### config.mk
export PLATFORM = sky130hd
export DESIGN_NAME = key_trail_led_fader_top
export DESIGN_NICKNAME = d
export VERILOG_FILES = /design/src/ktlf_pkg.sv /design/src/ktlf_scale.sv /design/src/ktlf_store.sv /design/src/key_trail_led_fader_top.sv
export SDC_FILE = /design/constraint.sdc
export NUM_CORES = 1
export LEC_CHECK = 0
export BUFFER_PORTS_ARGS = -buffer_cell sky130_fd_sc_hd__buf_2
export CAP_MARGIN = 20
export CORE_MARGIN = 2
export CORE_UTILIZATION = 40
export DETAILED_ROUTE_END_ITERATION = 10
export PLACE_DENSITY_LB_ADDON = 0.08
export SKIP_CTS_REPAIR_TIMING = 1
export SLEW_MARGIN = 15
export SYNTH_ARGS = -nofsm -noshare
export SYNTH_HDL_FRONTEND = slang
export SYNTH_HIERARCHICAL = 1
export SYNTH_SLANG_ARGS = --single-unit
### constraint.sdc
create_clock -name clock -period 6.1 [get_ports clock]
set_input_delay 0.305 -clock clock [delete_from_list [all_inputs] [get_ports clock]]
set_output_delay 0.305 -clock clock [all_outputs]
set_load 0.01 [all_outputs]
### src/ktlf_pkg.sv
package ktlf_pkg;

   // matrix geometry
   localparam int NUM_ROWS = 4;
   localparam int NUM_COLS = 16;
   localparam int NUM_KEYS = NUM_ROWS * NUM_COLS;
   localparam int ROW_W = (NUM_ROWS > 1) ? $clog2(NUM_ROWS) : 1;
   localparam int COL_W = (NUM_COLS > 1) ? $clog2(NUM_COLS) : 1;
   localparam int KEY_W = (NUM_KEYS > 1) ? $clog2(NUM_KEYS) : 1;

   // command codes
   localparam logic [1:0] CMD_KEY   = 2'd0;
   localparam logic [1:0] CMD_TICK  = 2'd1;
   localparam logic [1:0] CMD_CLEAR = 2'd2;

   // register indexes
   localparam logic [1:0] REG_ENABLE    = 2'd0;
   localparam logic [1:0] REG_STEP      = 2'd1;
   localparam logic [1:0] REG_HIGHLIGHT = 2'd2;
   localparam logic [1:0] REG_INACTIVE  = 2'd3;

   localparam logic [15:0] STEP_RESET = 16'd50;
   localparam logic [7:0]  LEVEL_FULL = 8'hff;

   // store control bundle from the sequencer
   typedef struct packed {
      logic             we;
      logic [KEY_W-1:0] waddr;
      logic [7:0]       wdata;
      logic [KEY_W-1:0] raddr;
      logic             clear;
   } st_ctl_type;

   // one decay step of an intensity
   function automatic logic [7:0] decay_level(input logic [7:0] v);
      logic [7:0] r;
      if (v >= 8'hf0) begin
         r = v - 8'd1;
      end else if (v >= 8'h40) begin
         r = v - 8'd16;
      end else if (v >= 8'd32) begin
         r = v - 8'd32;
      end else begin
         r = 8'd0;
      end
      return r;
   endfunction

endpackage

### src/ktlf_scale.sv
// shared scaler: level * chan / 255, product registered, divide by 255 via add and shift
module ktlf_scale import ktlf_pkg::*; (
   input  logic       clock,
   input  logic [7:0] level,
   input  logic [7:0] chan,
   output logic [7:0] quotient
);

   logic [15:0] product_ff;
   logic [15:0] product_in;
   logic [16:0] sum;

   // multiply stage
   assign product_in = 16'(level) * 16'(chan);

   always_ff @(posedge clock) begin
      product_ff <= product_in;
   end

   // exact floor(x / 255) for x up to 255 * 255
   assign sum      = 17'(product_ff) + 17'(product_ff[15:8]) + 17'd1;
   assign quotient = sum[15:8];

endmodule

### src/ktlf_store.sv
// intensity store: one write port, one registered read port, valid bits per entry
module ktlf_store import ktlf_pkg::*; (
   input  logic       clock,
   input  logic       reset,
   input  st_ctl_type ctl,
   output logic [7:0] rdata
);

   logic [7:0]          mem [NUM_KEYS];
   logic [NUM_KEYS-1:0] vld_ff;
   logic [NUM_KEYS-1:0] vld_in;
   logic [7:0]          rdata_ff;
   logic                rvld_ff;

   // memory array
   always_ff @(posedge clock) begin
      if (ctl.we) begin
         mem[ctl.waddr] <= ctl.wdata;
      end
      rdata_ff <= mem[ctl.raddr];
   end

   // valid bits, cleared together
   always_comb begin
      vld_in = vld_ff;
      if (ctl.clear) begin
         vld_in = '0;
      end else if (ctl.we) begin
         vld_in[ctl.waddr] = 1'b1;
      end
   end

   always_ff @(posedge clock) begin
      if (reset) begin
         vld_ff  <= '0;
         rvld_ff <= 1'b0;
      end else begin
         vld_ff  <= vld_in;
         rvld_ff <= vld_ff[ctl.raddr];
      end
   end

   // entry never written since clear reads as zero
   assign rdata = rvld_ff ? rdata_ff : 8'd0;

endmodule

### src/key_trail_led_fader_top.sv
// channel | direction | handshake            | payload
// req     | in        | req_valid/req_ready  | cmd, key_row, key_col, key_pressed, now_ms
// rsp     | out       | rsp_valid/rsp_ready  | led_row, led_col, red, green, blue, last
// csr     | in/out    | psel/penable/pready  | paddr, pwrite, pwdata, prdata
//
// key events and clear commands leave the sequencer idle; req_ready stays high.
// an enabled tick walks each key through a store read, three passes through the
// shared scaler and an emit, and waits in the emit while rsp stalls.
// the store has per-entry valid bits, so reset and clear take effect at once.
// rsp is a register: the next request is taken while the final result waits.
module key_trail_led_fader_top import ktlf_pkg::*; (
   input  logic                clock,
   input  logic                reset,
   input  logic                req_valid,
   output logic                req_ready,
   input  logic [1:0]          req_cmd,
   input  logic [2:0]          req_key_row,
   input  logic [4:0]          req_key_col,
   input  logic                req_key_pressed,
   input  logic [15:0]         req_now_ms,
   output logic                rsp_valid,
   input  logic                rsp_ready,
   output logic [1:0]          rsp_led_row,
   output logic [3:0]          rsp_led_col,
   output logic [7:0]          rsp_red,
   output logic [7:0]          rsp_green,
   output logic [7:0]          rsp_blue,
   output logic                rsp_last,
   input  logic                psel,
   input  logic                penable,
   input  logic                pwrite,
   input  logic [3:0]          paddr,
   input  logic [31:0]         pwdata,
   output logic [31:0]         prdata,
   output logic                pready
);

   localparam logic [2:0] ST_IDLE = 3'd0;
   localparam logic [2:0] ST_RD   = 3'd1;
   localparam logic [2:0] ST_MR   = 3'd2;
   localparam logic [2:0] ST_MG   = 3'd3;
   localparam logic [2:0] ST_MB   = 3'd4;
   localparam logic [2:0] ST_MF   = 3'd5;
   localparam logic [2:0] ST_EM   = 3'd6;

   logic [2:0]       state_ff, state_in;
   logic [ROW_W-1:0] row_ff, row_in;
   logic [COL_W-1:0] col_ff, col_in;
   logic             tout_ff, tout_in;
   logic [7:0]       level_ff, level_in;
   logic [7:0]       red_ff, red_in;
   logic [7:0]       grn_ff, grn_in;
   logic [7:0]       blu_ff, blu_in;
   logic             enable_ff;
   logic [15:0]      step_ff;
   logic [23:0]      hl_ff;
   logic [23:0]      ina_ff;
   logic [15:0]      dstart_ff, dstart_in;
   logic             rsp_valid_ff, rsp_valid_in;
   logic [1:0]       rsp_row_ff, rsp_row_in;
   logic [3:0]       rsp_col_ff, rsp_col_in;
   logic [23:0]      rsp_rgb_ff, rsp_rgb_in;
   logic             rsp_last_ff, rsp_last_in;

   logic             req_xfer;
   logic             csr_wr;
   logic             key_hit;
   logic             scan_last;
   logic             em_fire;
   logic [15:0]      elapsed;
   logic [KEY_W-1:0] scan_addr;
   logic [KEY_W-1:0] key_addr;
   logic [7:0]       new_level;
   logic [7:0]       st_rdata;
   logic [7:0]       sc_level;
   logic [7:0]       sc_chan;
   logic [7:0]       sc_q;
   st_ctl_type       st_ctl;

   // shared scaler and intensity store
   ktlf_scale u_scale (
      .clock    (clock),
      .level    (sc_level),
      .chan     (sc_chan),
      .quotient (sc_q)
   );

   ktlf_store u_store (
      .clock (clock),
      .reset (reset),
      .ctl   (st_ctl),
      .rdata (st_rdata)
   );

   // handshake and address decode
   assign req_ready = (state_ff == ST_IDLE);
   assign req_xfer  = req_valid && req_ready;
   assign pready    = 1'b1;
   assign csr_wr    = psel && penable && pwrite && pready;

   assign key_hit   = (32'(req_key_row) < NUM_ROWS) && (32'(req_key_col) < NUM_COLS)
                      && req_key_pressed;
   assign key_addr  = KEY_W'(32'(req_key_row) * NUM_COLS + 32'(req_key_col));
   assign scan_addr = KEY_W'(32'(row_ff) * NUM_COLS + 32'(col_ff));
   assign scan_last = (32'(row_ff) == NUM_ROWS - 1) && (32'(col_ff) == NUM_COLS - 1);
   assign elapsed   = req_now_ms - dstart_ff;
   assign em_fire   = (state_ff == ST_EM) && (!rsp_valid_ff || rsp_ready);
   assign new_level = tout_ff ? decay_level(level_ff) : level_ff;

   // scaler operand select per pass
   always_comb begin
      sc_level = level_ff;
      sc_chan  = hl_ff[7:0];
      case (state_ff)
         ST_MR: begin
            sc_level = st_rdata;
            sc_chan  = hl_ff[23:16];
         end
         ST_MG: begin
            sc_chan = hl_ff[15:8];
         end
         default: begin
            sc_chan = hl_ff[7:0];
         end
      endcase
   end

   // store control: key press write, scan write-back, clear
   always_comb begin
      st_ctl.raddr = scan_addr;
      st_ctl.clear = req_xfer && (req_cmd == CMD_CLEAR);
      if (em_fire) begin
         st_ctl.we    = tout_ff;
         st_ctl.waddr = scan_addr;
         st_ctl.wdata = new_level;
      end else begin
         st_ctl.we    = req_xfer && (req_cmd == CMD_KEY) && key_hit;
         st_ctl.waddr = key_addr;
         st_ctl.wdata = LEVEL_FULL;
      end
   end

   // sequencer next state
   always_comb begin
      state_in     = state_ff;
      row_in       = row_ff;
      col_in       = col_ff;
      tout_in      = tout_ff;
      level_in     = level_ff;
      red_in       = red_ff;
      grn_in       = grn_ff;
      blu_in       = blu_ff;
      dstart_in    = dstart_ff;
      rsp_valid_in = rsp_valid_ff && !rsp_ready;
      rsp_row_in   = rsp_row_ff;
      rsp_col_in   = rsp_col_ff;
      rsp_rgb_in   = rsp_rgb_ff;
      rsp_last_in  = rsp_last_ff;
      case (state_ff)
         ST_IDLE: begin
            if (req_xfer && (req_cmd == CMD_TICK) && enable_ff) begin
               state_in = ST_RD;
               row_in   = '0;
               col_in   = '0;
               tout_in  = (elapsed > step_ff);
               if (elapsed > step_ff) begin
                  dstart_in = req_now_ms;
               end
            end
         end
         ST_RD: begin
            state_in = ST_MR;
         end
         ST_MR: begin
            level_in = st_rdata;
            state_in = ST_MG;
         end
         ST_MG: begin
            red_in   = sc_q;
            state_in = ST_MB;
         end
         ST_MB: begin
            grn_in   = sc_q;
            state_in = ST_MF;
         end
         ST_MF: begin
            blu_in   = sc_q;
            state_in = ST_EM;
         end
         ST_EM: begin
            if (em_fire) begin
               rsp_valid_in = 1'b1;
               rsp_row_in   = 2'(row_ff);
               rsp_col_in   = 4'(col_ff);
               rsp_last_in  = scan_last;
               rsp_rgb_in   = (new_level == 8'd0) ? ina_ff : {red_ff, grn_ff, blu_ff};
               if (scan_last) begin
                  state_in = ST_IDLE;
               end else begin
                  state_in = ST_RD;
                  if (32'(col_ff) == NUM_COLS - 1) begin
                     col_in = '0;
                     row_in = row_ff + ROW_W'(1);
                  end else begin
                     col_in = col_ff + COL_W'(1);
                  end
               end
            end
         end
         default: begin
            state_in = ST_IDLE;
         end
      endcase
   end

   // control registers
   always_ff @(posedge clock) begin
      if (reset) begin
         state_ff     <= ST_IDLE;
         rsp_valid_ff <= 1'b0;
         dstart_ff    <= '0;
         enable_ff    <= 1'b0;
         step_ff      <= STEP_RESET;
         hl_ff        <= '0;
         ina_ff       <= '0;
      end else begin
         state_ff     <= state_in;
         rsp_valid_ff <= rsp_valid_in;
         dstart_ff    <= dstart_in;
         if (csr_wr) begin
            case (paddr[3:2])
               REG_ENABLE:    enable_ff <= pwdata[0];
               REG_STEP:      step_ff   <= pwdata[15:0];
               REG_HIGHLIGHT: hl_ff     <= pwdata[23:0];
               REG_INACTIVE:  ina_ff    <= pwdata[23:0];
               default:       enable_ff <= enable_ff;
            endcase
         end
      end
   end

   // datapath registers
   always_ff @(posedge clock) begin
      row_ff      <= row_in;
      col_ff      <= col_in;
      tout_ff     <= tout_in;
      level_ff    <= level_in;
      red_ff      <= red_in;
      grn_ff      <= grn_in;
      blu_ff      <= blu_in;
      rsp_row_ff  <= rsp_row_in;
      rsp_col_ff  <= rsp_col_in;
      rsp_rgb_ff  <= rsp_rgb_in;
      rsp_last_ff <= rsp_last_in;
   end

   // register readback
   always_comb begin
      case (paddr[3:2])
         REG_ENABLE:    prdata = {31'd0, enable_ff};
         REG_STEP:      prdata = {16'd0, step_ff};
         REG_HIGHLIGHT: prdata = {8'd0, hl_ff};
         REG_INACTIVE:  prdata = {8'd0, ina_ff};
         default:       prdata = 32'd0;
      endcase
   end

   // result outputs
   assign rsp_valid   = rsp_valid_ff;
   assign rsp_led_row = rsp_row_ff;
   assign rsp_led_col = rsp_col_ff;
   assign rsp_red     = rsp_rgb_ff[23:16];
   assign rsp_green   = rsp_rgb_ff[15:8];
   assign rsp_blue    = rsp_rgb_ff[7:0];
   assign rsp_last    = rsp_last_ff;

`ifndef ASSERT_OFF
   a_tick_start: assert property (@(posedge clock) disable iff (reset)
      (req_xfer && (req_cmd == CMD_TICK) && enable_ff)
      |=> (state_ff == ST_RD) && (row_ff == '0) && (col_ff == '0))
      else $error("enabled tick did not start scan at first key");

   a_last_idle: assert property (@(posedge clock) disable iff (reset)
      (em_fire && scan_last) |=> (state_ff == ST_IDLE) && rsp_valid_ff && rsp_last_ff)
      else $error("scan did not finish after final key");

   a_scan_write: assert property (@(posedge clock) disable iff (reset)
      (st_ctl.we && (state_ff != ST_IDLE)) |-> (state_ff == ST_EM))
      else $error("store written mid-scan outside emit");

   a_decay_wb: assert property (@(posedge clock) disable iff (reset)
      (em_fire && tout_ff) |-> (st_ctl.we && (st_ctl.waddr == scan_addr)))
      else $error("decayed level not written back");
`endif

endmodule

# ---- Word-level counts from Yosys, hierarchy flattened
# Memories as Yosys holds them, arrays and structs flattened. A register that Yosys moved wholly into a read port is not among the register bits.
# Index checks and enable logic that the tools add are counted.
dict set report totals {
  output_inout_bits 66
  in_bits 70
  memories 1
  word_cells 125
  register_bits 236
  ramBits 512
}
dict set report op_classes {
  bitwise_logic 1
  muxes 32
  reduce_logical 33
  n_eq_ne 17
  add_sub_neg 10
  multipliers 1
  n_lt_le_gt_ge 9
}
# memory words width read_ports rd_clocked_by_memory_dff wr line
set memory_table {}
lappend memory_table {u_store.mem 64 8 1 1 1 ktlf_store.sv:9} ;# logic [7:0] mem [NUM_KEYS];
# op count
set op_table {}
lappend op_table {{$pmux W32 S4} 1}
lappend op_table {{$or A64 B64 Y64} 1}
lappend op_table {{$mux W8} 6}
lappend op_table {{$mux W24} 1}
lappend op_table {{$pmux W3 S7} 1}
lappend op_table {{$add A16 B1 Y16 const B} 1}
lappend op_table {{$add A16 B8 Y16} 1}
lappend op_table {{$gt A16 B16 Y1} 1}
lappend op_table {{$mul A8 B8 Y16} 1}
lappend op_table {{$mux W4} 4}
lappend op_table {{$pmux W8 S2} 1}
lappend op_table {{$sub A16 B16 Y16} 1}
lappend op_table {{$mux W15} 1}
lappend op_table {{$logic_and A1 B1 Y1} 14}
lappend op_table {{$lt A6 B7 Y1 const B} 2}
lappend op_table {{$reduce_and A2 Y1} 7}
lappend op_table {{$eq A3 B3 Y1 const B} 3}
lappend op_table {{$eq A2 B2 Y1 const B} 4}
lappend op_table {{$ge A8 B6 Y1 const B} 1}
lappend op_table {{$ge A8 B7 Y1 const B} 1}
lappend op_table {{$ge A8 B8 Y1 const B} 1}
lappend op_table {{$logic_not A8 Y1} 1}
lappend op_table {{$mux W2} 4}
lappend op_table {{$pmux W4 S2} 1}
lappend op_table {{30 further kinds} 43}

# ---- Depth between registers and ports, before layout
dict set report depth {
  ltp_word 11
  ltp_mapped 22
  mapped_depth_nobuf 19
}

# ---- By module
# Netlist, hierarchy kept.
# mod seq_area_each_um2 area_per_inst_um2 instances cells_per_inst
set modules_own_cells {}
lappend modules_own_cells {ktlf_store 16836.1 22845.7 1 1167}
lappend modules_own_cells {key_trail_led_fader_top 3723.6 8132.8 1 860}
lappend modules_own_cells {ktlf_scale 320.3 2773.9 1 307}

# ---- Worst setup path before layout
# OpenSTA, ideal clock, no wires.
dict set report synth_timing {
  kind {flip-flop to flip-flop}
  start {reg state_ff[1]}
  end {reg u_scale.product_ff[12]}
  arrival_ns 5.113
  slack_ns 0.915
  synth_period_minus_slack_ns 5.185
  stages_incl_launch_ff 22
  setup_time_ns 0.072
  required_ns 6.028
  n_path_buf 3
  cell_sequence {dfxtp_1 -> clkbuf_1 -> nand2b_1 -> clkbuf_1 -> nor2_1 -> clkbuf_1 -> nand2_1 -> o21ai_0 -> nand2_1 -> fa_1 -> fa_1 -> inv_1 -> fa_1 -> inv_1 -> fa_1 -> inv_1 -> ha_1 -> and2_4 -> a221oi_2 -> a21oi_1 -> o41ai_2 -> xnor2_1}
}
dict set report synth_via {
  elab_chain_cells 3
  word_cells_on_any_way 5
  cone_classes {1 x mul; 2 x eq/ne; 2 x mux}
}
# item line
set synth_lines {}
lappend synth_lines {{start, declared} key_trail_led_fader_top.sv:46} ;# logic [2:0] state_ff, state_in;
lappend synth_lines {{start signal, assigned} key_trail_led_fader_top.sv:227} ;# state_ff <= state_in;
lappend synth_lines {{$eq A3 B2 Y1} key_trail_led_fader_top.sv:114} ;# case (state_ff)
lappend synth_lines {{$pmux W8 S2 or $mux W8 (tied branches)} key_trail_led_fader_top.sv:114}
lappend synth_lines {{$mul A8 B8 Y16 *} ktlf_scale.sv:14} ;# assign product_in = 16'(level) * 16'(chan);
lappend synth_lines {{named net u_scale.product_in[12]} ktlf_scale.sv:10} ;# logic [15:0] product_in;
lappend synth_lines {{end signal, assigned} ktlf_scale.sv:17} ;# product_ff <= product_in;
lappend synth_lines {{end, declared} ktlf_scale.sv:9} ;# logic [15:0] product_ff;
# Mark *: on every way through the listed nets, which the timed path passes. The rest lies on a longest branch.
# A chain may end at the register's enable or synchronous reset.

# ---- Worst setup path after layout
dict set report layout_timing {
  start {reg state_ff[0]}
  end {reg u_scale.product_ff[13]}
}
dict set report layout_via {
  elab_chain_cells 3
  word_cells_on_any_way 5
  cone_classes {1 x mul; 2 x eq/ne; 2 x mux}
}
# item line
set layout_lines {}
lappend layout_lines {{$eq A3 B2 Y1} key_trail_led_fader_top.sv:114}
lappend layout_lines {{$pmux W8 S2 *} key_trail_led_fader_top.sv:114}
lappend layout_lines {{named net sc_chan[2]} key_trail_led_fader_top.sv:76} ;# logic [7:0] sc_chan;
lappend layout_lines {{$mul A8 B8 Y16 *} ktlf_scale.sv:14}
lappend layout_lines {{named net u_scale.product_in[13]} ktlf_scale.sv:10}
# Marks and branches as above.

==> qor.csv <==
stage;metric;value;unit
run_status;outcome;finished, final reports clean;
hold_path;hold_path.class;primary input to register;
drt;avgViaCountPerCell;5.483;
sta;hold_viol_final;0;
setup_path;start_kind;register;
sta;fin_skew;0.04197;ns
setup_path;endpoint;u_scale/product_ff[13]$_DFF_P_;
floorplan;die_h;294.5;um
placement;routabilityCongestion;0.8198;
clock_tree;insertion_delay;0.66;ns
sta;max_freq;0.1767;GHz
grt;grt_overflow;0;
sta;timing.final.max_slew_violations;0;
power;p_leak;13.99;nW
power;p_per_area;318.2;nW/um2
drt;first_pass_iters;5;
clock_tree;clk_pin_slew;0.06;ns
setup_path;rr_startpoint;state_ff[0]$_SDFFE_PP0P_;
setup_path;worstPathMaxFanout;14;
layout;area_delta_synth_final;14.60;%
placement;preCtsSetupSlack;0.4490;ns
setup_path;crit_cells;16;
floorplan;die_area;86720;um2
synthesis;synthCells;2334;
floorplan;rows;106;
setup_path;path_cells;mux2i_1 > o21ai_0 > nand2_1 > fa_1 > fa_1 > inv_1 > fa_1 > inv_1 > fa_1 > inv_1 > ha_1 > o211ai_1 > a21oi_1 > a211oi_2 > o21ai_0 > a211oi_1;
clock_tree;clock-root-buffer;clkbuf_16;
placement;dpl_cell_area;35360;um2
setup_path;r2r_cells;16;
setup_path;cp_num_buf_inv;3;
power;switchingPower;3.087;mW
power;internal_power;9.221;mW
placement;portBuffers;116;
placement;hpwl;58500;um
drt;avgRoutedWirePerCell;24.23;um
clock_tree;cts_num_sinks;756;
setup_path;crit_arrival;6.19;ns
power;p_sw_frac;0.2508;
synthesis;syn_area_per_cell;14.46;um2
synthesis;ys_ff_latch;756;
floorplan;io_pins;136;
layout;drive_above_1_share;0.1995;
clock_tree;htreeDepth;3;
flow_run;drv_cap;0;
setup_path;path_class;register to register;
grt;grt_pass1_vias;19882;
power;p_seq_frac;0.460;
synthesis;ys_seq_area_frac;0.6186;
drt;drt_iter0_markers;1778;
setup_path;r2r_slack;0.44;ns
setup_path;r2r_end;u_scale/product_ff[13]$_DFF_P_;
setup_path;worst_path_largest_cell_delay;0.81;ns
layout;final_cell_mix;edfxtp_1 (574), nand2_1 (200), dfxtp_1 (182);
setup_path;crit_path_top_delay_cell;o21ai_0;
layout;layout_commonest_cell;edfxtp_1;
setup_path;path_common_cell;fa_1;
drt;antenna_left;0;
sta;tightest_slew;1.075;ns
sta;timing.final.ws_setup;0.4395;ns
synthesis;async_reset_ff_frac;0;
drt;num_vias;20113;
setup_path;endpoint_kind;register;
sta;fin_setup_tns;0;ns
grt;grt.total_usage;0.2033;
floorplan;initial_core_util;0.4040;
drt;drc;0;
sta;setup_violations;0;
layout;final_area;38680;um2
sta;min_period;5.660;ns
layout;fin_nets;2705;
clock_tree;cts_buffers;84;
sta;slew_headroom;0.2806;
synthesis;yosys.cell_types.count;85;
floorplan;fp.coreArea;83560;um2
synthesis;ys.flop_type;edfxtp_1;
synthesis;syn-cell-area;33750;um2
clock_tree;clockBufferDepth;3;
clock_tree;tritoncts;built;
grt;antenna_found_initial;3;
synthesis;synth_edf_count;574;
grt;grt_max_degree;95;
setup_path;path_delay_family;adder cells;
sta;min_period_over_period;0.9279;
floorplan;chipWidth;294.5;um
grt;grt_pass1_wl;129900;um
layout;fill_cells;7370;
power;power_frac_clock;0.417;
drt;routed_wl;88860;um
sta;rsz0062_at_grt;false;
power;irDropWorstVdd;0.1918;mV
setup_path;required;6.63;ns
power;pwr-share-comb;0.124;
setup_path;critical_path.startpoint;state_ff[0]$_SDFFE_PP0P_;
synthesis;yosys_warnings;6;
-- how the worst min path moves through the flow --
| stage | startpoint | to | slack, ns | depth (start not counted) |
|---|---|---|---|---|
| finish | req_cmd[1] | tout_ff$_DFFE_PP_ | 0.17 | 2 |
| global route | req_cmd[1] | tout_ff$_DFFE_PP_ | 0.15 | 2 |
| CTS | pwdata[1] | step_ff[1]$_SDFFE_PP1P_ | -0.13 | 2 |
| detailed placement | u_store/vld_ff[59]$_SDFFE_PP0P_ | u_store/vld_ff[59]$_SDFFE_PP0P_ | 0.45 | 1 |
| global placement | u_store/vld_ff[47]$_SDFFE_PP0P_ | u_store/vld_ff[47]$_SDFFE_PP0P_ | 0.44 | 1 |
| floorplan | pwdata[1] | step_ff[1]$_SDFFE_PP1P_ | 0.42 | 1 |
-- layout make-up --
cell class | count | area [um2] | share of cell area
tap | 1080 | 1351 | 0.03493
timing repair buffer | 208 | 1445 | 0.03736
inverter | 98 | 367.9 | 0.009510
sequential | 756 | 20880 | 0.5398
multi-input combinational | 1367 | 11800 | 0.3050
antenna | 1 | 2.502 | 0.00006469
clock inverter | 36 | 441.7 | 0.01142
clock buffer | 122 | 2396 | 0.06194
-- kinds of logic (layout without fill, tap and decap cells) --
logic type | after synthesis | in the layout | synth area share
xor gates and xnor gates | 30 | 30 | 0.007785
buffers and inverters | 218 | 464 | 0.03511
other | 2 | 10 | 0.0002225
DFF | 756 | 756 | 0.6186
and+or+nand+nor | 592 | 592 | 0.08582
muxes | 247 | 247 | 0.1249
adders and majority gates | 120 | 120 | 0.05271
AOI/OAI and AO/OA | 369 | 369 | 0.07488
-- synth_stat cells, types with 13 or more instances --
cell type | n | area (um2)
nand3_1 | 38 | 190.2
nand2_1 | 201 | 754.5
o22ai_1 | 13 | 81.33
edfxtp_1 | 574 | 17240
ha_1 | 83 | 1039
a21oi_1 | 103 | 515.5
inv_1 | 97 | 364.1
mux2i_1 | 64 | 640.6
xnor2_1 | 22 | 192.7
fa_1 | 37 | 740.7
nor3_1 | 26 | 130.1
dfxtp_1 | 182 | 3643
nand4_1 | 17 | 106.4
clkbuf_1 | 57 | 214.0
buf_6 | 21 | 236.5
nand2b_1 | 49 | 306.5
o21a_1 | 71 | 533.0
nor2_1 | 115 | 431.7
nor2b_1 | 40 | 250.2
a22o_1 | 21 | 183.9
a211oi_1 | 16 | 120.1
o21ai_0 | 44 | 220.2
buf_4 | 16 | 120.1
and2_1 | 64 | 400.4
mux2_2 | 49 | 551.8
mux4_2 | 129 | 2905
-- metrics by stage --
step,hold WS [ns],util,power [mW],std cells
4_1_cts,-0.1272,0.4571,12.43,3619
2_1_floorplan,0.4228,-,6.899,2341
3_5_place_dp,0.4484,0.4232,7.277,3461
6_report,0.1704,0.4629,12.31,3668
3_3_place_gp,0.4407,0.4228,7.269,3459
5_1_grt,0.1462,0.4629,12.77,3667
-- state kept, by name, indices dropped and copies added, names as in the netlist, 2 cells and up --
| register | flops |
|---|---|
| blu_ff | 8 |
| col_ff | 4 |
| dstart_ff | 16 |
| grn_ff | 8 |
| hl_ff | 24 |
| ina_ff | 24 |
| level_ff | 8 |
| red_ff | 8 |
| row_ff | 2 |
| rsp_led_col | 4 |
| rsp_led_row | 2 |
| rsp_rgb_ff | 24 |
| state_ff | 3 |
| step_ff | 16 |
| u_scale/product_ff | 16 |
| u_store/mem | 512 |
| u_store/rdata_ff | 8 |
| u_store/vld_ff | 64 |
-- power groups by stage --
| stage | Clock (mW) | Sequential, mW | Combinational (mW) |
|---|---|---|---|
| after floorplan | 0 | 5.73 | 1.17 |
| after global placement | 0 | 5.77 | 1.50 |
| after detailed placement | 0 | 5.77 | 1.51 |
| after CTS | 5.25 | 5.66 | 1.52 |
| after global routing | 5.45 | 5.66 | 1.65 |
| final | 5.13 | 5.66 | 1.52 |
-- per-layer routing --
metal  vias up  GRT usage  wire [um]
met3       132    0.03243       5196
li1       9138          -          -
met2       575     0.3378      43150
met4         2    0.06421       2319
met1     10266     0.2735      38180
met5         -          0         20
Power figures use the tool's default switching activity.
